<file path="src/rtl/hjs_out_fifo.sv">
// Four-entry result queue that takes one or two entries per cycle.
// Depends on nothing; instantiated by the stencil top level.
module hjs_out_fifo #(
  parameter int DW = 65
) (
  input  logic          clk_i,
  input  logic          rst_ni,
  input  logic          push_i,
  input  logic          push_two_i,
  input  logic [DW-1:0] data0_i,
  input  logic [DW-1:0] data1_i,
  output logic          room2_o,
  output logic          valid_o,
  input  logic          ready_i,
  output logic [DW-1:0] data_o
);

  localparam int DEPTH = 4;
  localparam int PW = $clog2(DEPTH);

  logic [DW-1:0] mem_q [DEPTH];
  logic [PW-1:0] wr_ptr_q, rd_ptr_q, wr_next;
  logic [PW:0]   count_q, count_d, push_n;
  logic          pop;

  assign valid_o = (count_q != '0);
  assign data_o  = mem_q[rd_ptr_q];
  assign room2_o = (count_q <= (PW+1)'(DEPTH - 2));
  assign pop     = valid_o && ready_i;
  assign wr_next = wr_ptr_q + PW'(1);

  always_comb begin
    push_n = '0;
    if (push_i) begin
      push_n = push_two_i ? (PW+1)'(2) : (PW+1)'(1);
    end
    count_d = count_q + push_n - (PW+1)'(pop);
  end

  always_ff @(posedge clk_i) begin
    if (push_i) begin
      mem_q[wr_ptr_q] <= data0_i;
      if (push_two_i) begin
        mem_q[wr_next] <= data1_i;
      end
    end
  end

  always_ff @(posedge clk_i or negedge rst_ni) begin
    if (!rst_ni) begin
      wr_ptr_q <= '0;
      rd_ptr_q <= '0;
      count_q  <= '0;
    end else begin
      wr_ptr_q <= wr_ptr_q + push_n[PW-1:0];
      if (pop) begin
        rd_ptr_q <= rd_ptr_q + PW'(1);
      end
      count_q <= count_d;
    end
  end

endmodule

</file>
<file path="config.mk">
export PLATFORM = sky130hd
export DESIGN_NAME = hjs_out_fifo
export DESIGN_NICKNAME = d
export VERILOG_FILES = /design/src/rtl/hjs_out_fifo.sv
export SDC_FILE = /design/constraint.sdc
export NUM_CORES = 1
export LEC_CHECK = 0
export BUFFER_PORTS_ARGS = -buffer_cell sky130_fd_sc_hd__buf_2
export CAP_MARGIN = 0
export CORE_UTILIZATION = 42
export CTS_BUF_LIST = sky130_fd_sc_hd__clkbuf_4 sky130_fd_sc_hd__clkbuf_8 sky130_fd_sc_hd__clkbuf_16
export DETAILED_ROUTE_END_ITERATION = 8
export GPL_ROUTABILITY_DRIVEN = 0
export MAX_ROUTING_LAYER = met4
export PLACE_DENSITY = 0.62
export SLEW_MARGIN = 5
export SYNTH_ARGS = -nofsm -noshare
export SYNTH_HDL_FRONTEND = slang
export SYNTH_SLANG_ARGS = --single-unit
</file>
<file path="constraint.sdc">
create_clock -name clk_i -period 8.7 [get_ports clk_i]
set_clock_uncertainty 0.2 [all_clocks]
set_input_delay 0.87 -clock clk_i [delete_from_list [all_inputs] [get_ports clk_i]]
set_output_delay 0.87 -clock clk_i [all_outputs]
set_load 0.03 [all_outputs]
</file>
After elaboration in Yosys (flattened, before gate mapping)

Memory sizes are Yosys's and may differ from the RTL's.
Cells that the tools add are included.

Register bits after elaboration: 7
Memory bits (writable): 260
Bits of input ports: 135
Output and inout bits: 67
Logic and storage cells: 19
Memories kept: 1

$add $sub $neg: 5
Magnitude comparators: 1
Multiplexer cells: 7
Reductions and logical operators: 2

Memories:

| name  | words | width | read ports | clocked after memory_dff | wr ports | RTL line | text |
|---|---|---|---|---|---|---|---|
| mem_q | 4     | 65    | 1          | 0                        | 2        | 21       | `logic [DW-1:0] mem_q [DEPTH];` |

Operators with widths:

| kind                                                            | count |
|---|---|
| two-way mux 1 bit                                               | 5 |
| adder 2 x 1 -> 2 bit (second input constant)                    | 2 |
| two-way mux 2 bit                                               | 2 |
| adder 3 bit                                                     | 1 |
| less-or-equal comparator 3 x 2 -> 1 bit (second input constant) | 1 |
| nonzero test 3 bit                                              | 1 |
| subtractor 3 x 1 -> 3 bit                                       | 1 |
| adder 2 bit                                                     | 1 |
| logical AND 1 bit                                               | 1 |

Longest topological paths before layout

Word-level depth: 4
Gate-level depth with buffers: 8
Depth with buffers taken out: 7

Worst setup path before layout

OpenSTA, ideal clock, no wires.

Path kind: input -> register
Start: input port push_two_i
End: memory mem_q[2][0], enable pin
Setup time: 0.588 ns
Data arrival time: 5.848 ns
Data required time: 7.912 ns
Path slack: 2.064 ns
Cell stages on the path: 3
Path buffers: 1
Cell sequence: clkbuf_2 -> nand3b_1 -> a21boi_0

RTL lines:

| what        | RTL line | text |
|---|---|---|
| from (decl) | 9        | `input logic push_two_i,` |
| to (decl)   | 21       |  |

Final worst setup path

Start: register rd_ptr_q[0]
End: output port data_o[30]

Cells in the longest elaborated chain, start to end: 1

Ends and longest elaborated chain:

| what                   | RTL line | text |
|---|---|---|
| from (decl)            | 22       | `logic [PW-1:0] wr_ptr_q, rd_ptr_q, wr_next;` |
| from (signal assigned) | 57       | `rd_ptr_q <= rd_ptr_q + PW'(1);` |
| memory (4 x 65 bit)    | --       |  |
| to (decl)              | 15       | `output logic [DW-1:0] data_o` |

No other way between the ends.

==> impl_results.md <==
* Initial core utilization at 43.15%
* Tmin final at 4.052 ns
* Setup crit end kind: primary output
* Yosys reg bits at 267
* Die Ht at 177.7 um
* # fillers at 2,517
* Worst flop-to-flop path startpoint: wr_ptr_q[1]
* Async set-or-reset flop fraction in the synthesized netlist at 2.622%
* Worst Setup Start Kind: register
* Worst-path fanout max at 45
* Largest net degree at the start of global routing at 58
* H-tree levels at 1
* Post-synth top flop: edfxtp_1
* VDD IR-drop max at 0.2102 mV
* Seq/Total Area, Yosys at 61.60%
* Post-CTS Setup Inserts at 0
* Total power at 4.951 mW
* Pwr dens at 323.8 nW/um2
* Worst Max-Slew Pin Slew at 1.000 ns
* GRT Residual Overflow at 0
* Vias at 6,950
* Share of cells above drive strength 1 at 66.07%
* Critical Path RT at 7.63 ns
* Site Rows at 63
* Die area at 31,560 um2
* Drt first pass iters at 4
* TritonCTS clock tree: built
* Arr. time, crit path at 2.98 ns
* CTS Buf Count at 30
* Clock sink count at 267
* Ports at 202
* Number of global-route vias before repair at 7,498
* Crit path kind: register to primary output
* ANT nets after route at 0
* Worst setup path end: data_o[30]
* Syn Area/Cell at 19.23 um2
* Unrepaired setup endpoints after global routing: no
* Post-synth EDFFs at 260
* Clk buf depth at 3
* Final hold violation count at 0
* Max Cap Viol at 0
* Fin. max-slew vios at 0
* Routed WL at 29,290 um
* Setup TNS at 0 ns
* CTS root buf: clkbuf_16
* Clk Latency, worst-skew pair at 0.54 ns
* Flop-to-flop setup slack at 5.83 ns
* DR WL/cell at 22.67 um
* Setup violators final at 0
* Cts hold-fix bufs at 1
* DP HPWL at 17,300 um
* Cell area after synthesis at 12,960 um2
* Initial antenna violation count at 2
* Status: completed
* LEAKAGE at 5.454 nW
* Syn_nets at 814
* Slew headroom at 32.95%
* Cell variety after synth at 30
* Drt drc at 0
* Synth Instances at 674
* Die Width at 177.7 um
* Reg2reg end: mem_q[2][16]
* FMAX at 246.8 MHz
* Hold Path Class: register to register
* CTS resizes at 0
* Critical Path Source: rd_ptr_q[0]
* Final #Nets at 1,017
* Crit share post-route at 46.58%
* First-iteration detailed-routing DRC count at 517
* Area delta synth->final at 18.01%
* Total Routing Usage GR at 19.39%
* Clock transition at path regs at 0.06 ns
* Core area at 30,030 um2
* Port buffer count at 201
* R2R depth at 3
* Vias/cell at 5.379
* Yosys Warn Count at 0
* First-pass GRT wire length at 44,640 um
-- registers in the layout (all words and copies together) (netlist names) --
| name | cells |
|---|---|
| wr_ptr_q | 2 |
| count_q | 3 |
| rd_ptr_q | 2 |
| mem_q | 260 |
-- cells in the mapped netlist (all sizes together), types with 2 or more instances --
cell type	n	area, um2
edfxtp	260	7807
mux2	260	2928
mux4	65	1464
buf	40	287.8
dfrtp	7	175.2
clkbuf	6	25.02
inv	6	22.52
ha	4	50.05
xnor2	4	35.03
nor2	3	11.26
nand2b	2	12.51
nand4b	2	17.52
xor2	2	17.52
-- per-stage QoR --
| step | hold WS (ns) | std cells | area, um2 | worst slack [ns] | utilization (%) |
|---|---|---|---|---|---|
| 3_3_place_gp | 0.3334 | 1234 | 14300 | 5.126 | 47.60 |
| 3_5_place_dp | 0.3240 | 1234 | 14300 | 5.102 | 47.60 |
| 2_1_floorplan | 0.2963 | 674 | 12960 | 2.064 | - |
| 4_1_cts | 0.3367 | 1289 | 15280 | 4.517 | 50.89 |
| 5_1_grt | 0.3722 | 1291 | 15290 | 4.394 | 50.91 |
| 6_report | 0.3377 | 1292 | 15290 | 4.648 | 50.92 |
-- placed cells by master (no fill, tap or decap), types with 4 or more instances in the layout --
master	count
mux2_2	260
edfxtp_1	260
buf_2	201
mux4_2	65
clkbuf_16	31
buf_4	15
clkinv_1	8
clkbuf_4	7
inv_1	6
dfrtp_1	5
xnor2_1	4
ha_1	4
-- report_power, final --
group          leakage [nW]  internal, mW  total [mW]  switching, mW
sequential             2.49          1.78        1.90          0.123
clock                 0.486         0.757        1.25          0.496
combinational          2.48         0.710        1.79           1.08
-- area by class of cell --
type / instances / area, um2 / area share, %
antenna: 3 / 7.507 / 0.04909
clock buffer: 38 / 828.3 / 5.416
clock inverter: 16 / 151.4 / 0.9900
inverter: 6 / 22.52 / 0.1473
multi-input combinational: 355 / 4678 / 30.59
sequential: 267 / 7988 / 52.23
tap: 390 / 488.0 / 3.191
timing repair buffer: 217 / 1129 / 7.380
-- layer usage --
metal	vias up	wire [um]	track usage (%)
li1	3180	-	-
met1	3558	12870	25.84
met2	184	14650	31.85
met3	28	1384	2.528
met4	0	382	4.131
met5	-	0	-
-- worst max-delay path, stage by stage (launching register included) --
cell,delay (ns)
dfrtp_4,0.74
buf_4,0.84
mux4_2,0.63
buf_2,0.20
-- logic make-up (layout without fill, tap and decap cells) --
group	Yosys count	after routing	share of synthesized area [%]
buf+inv	52	277	2.588
flops	267	267	61.60
compound gates	6	6	0.3283
mux	325	325	33.89
other cells	0	3	0
simple gates	13	13	0.6470
xor+xnor	6	6	0.4055
fa+ha+maj	5	5	0.5407
-- worst min-delay path by stage --
stage / cells past startpoint / startpoint / end
2_1_floorplan: 1 / count_q[2] / count_q[2]
3_3_place_gp: 1 / count_q[2] / count_q[2]
3_5_place_dp: 1 / count_q[2] / count_q[2]
4_1_cts: 1 / count_q[2] / count_q[2]
5_1_grt: 1 / count_q[2] / count_q[2]
6_report: 1 / count_q[2] / count_q[2]
(Power assumes the default switching activity.)
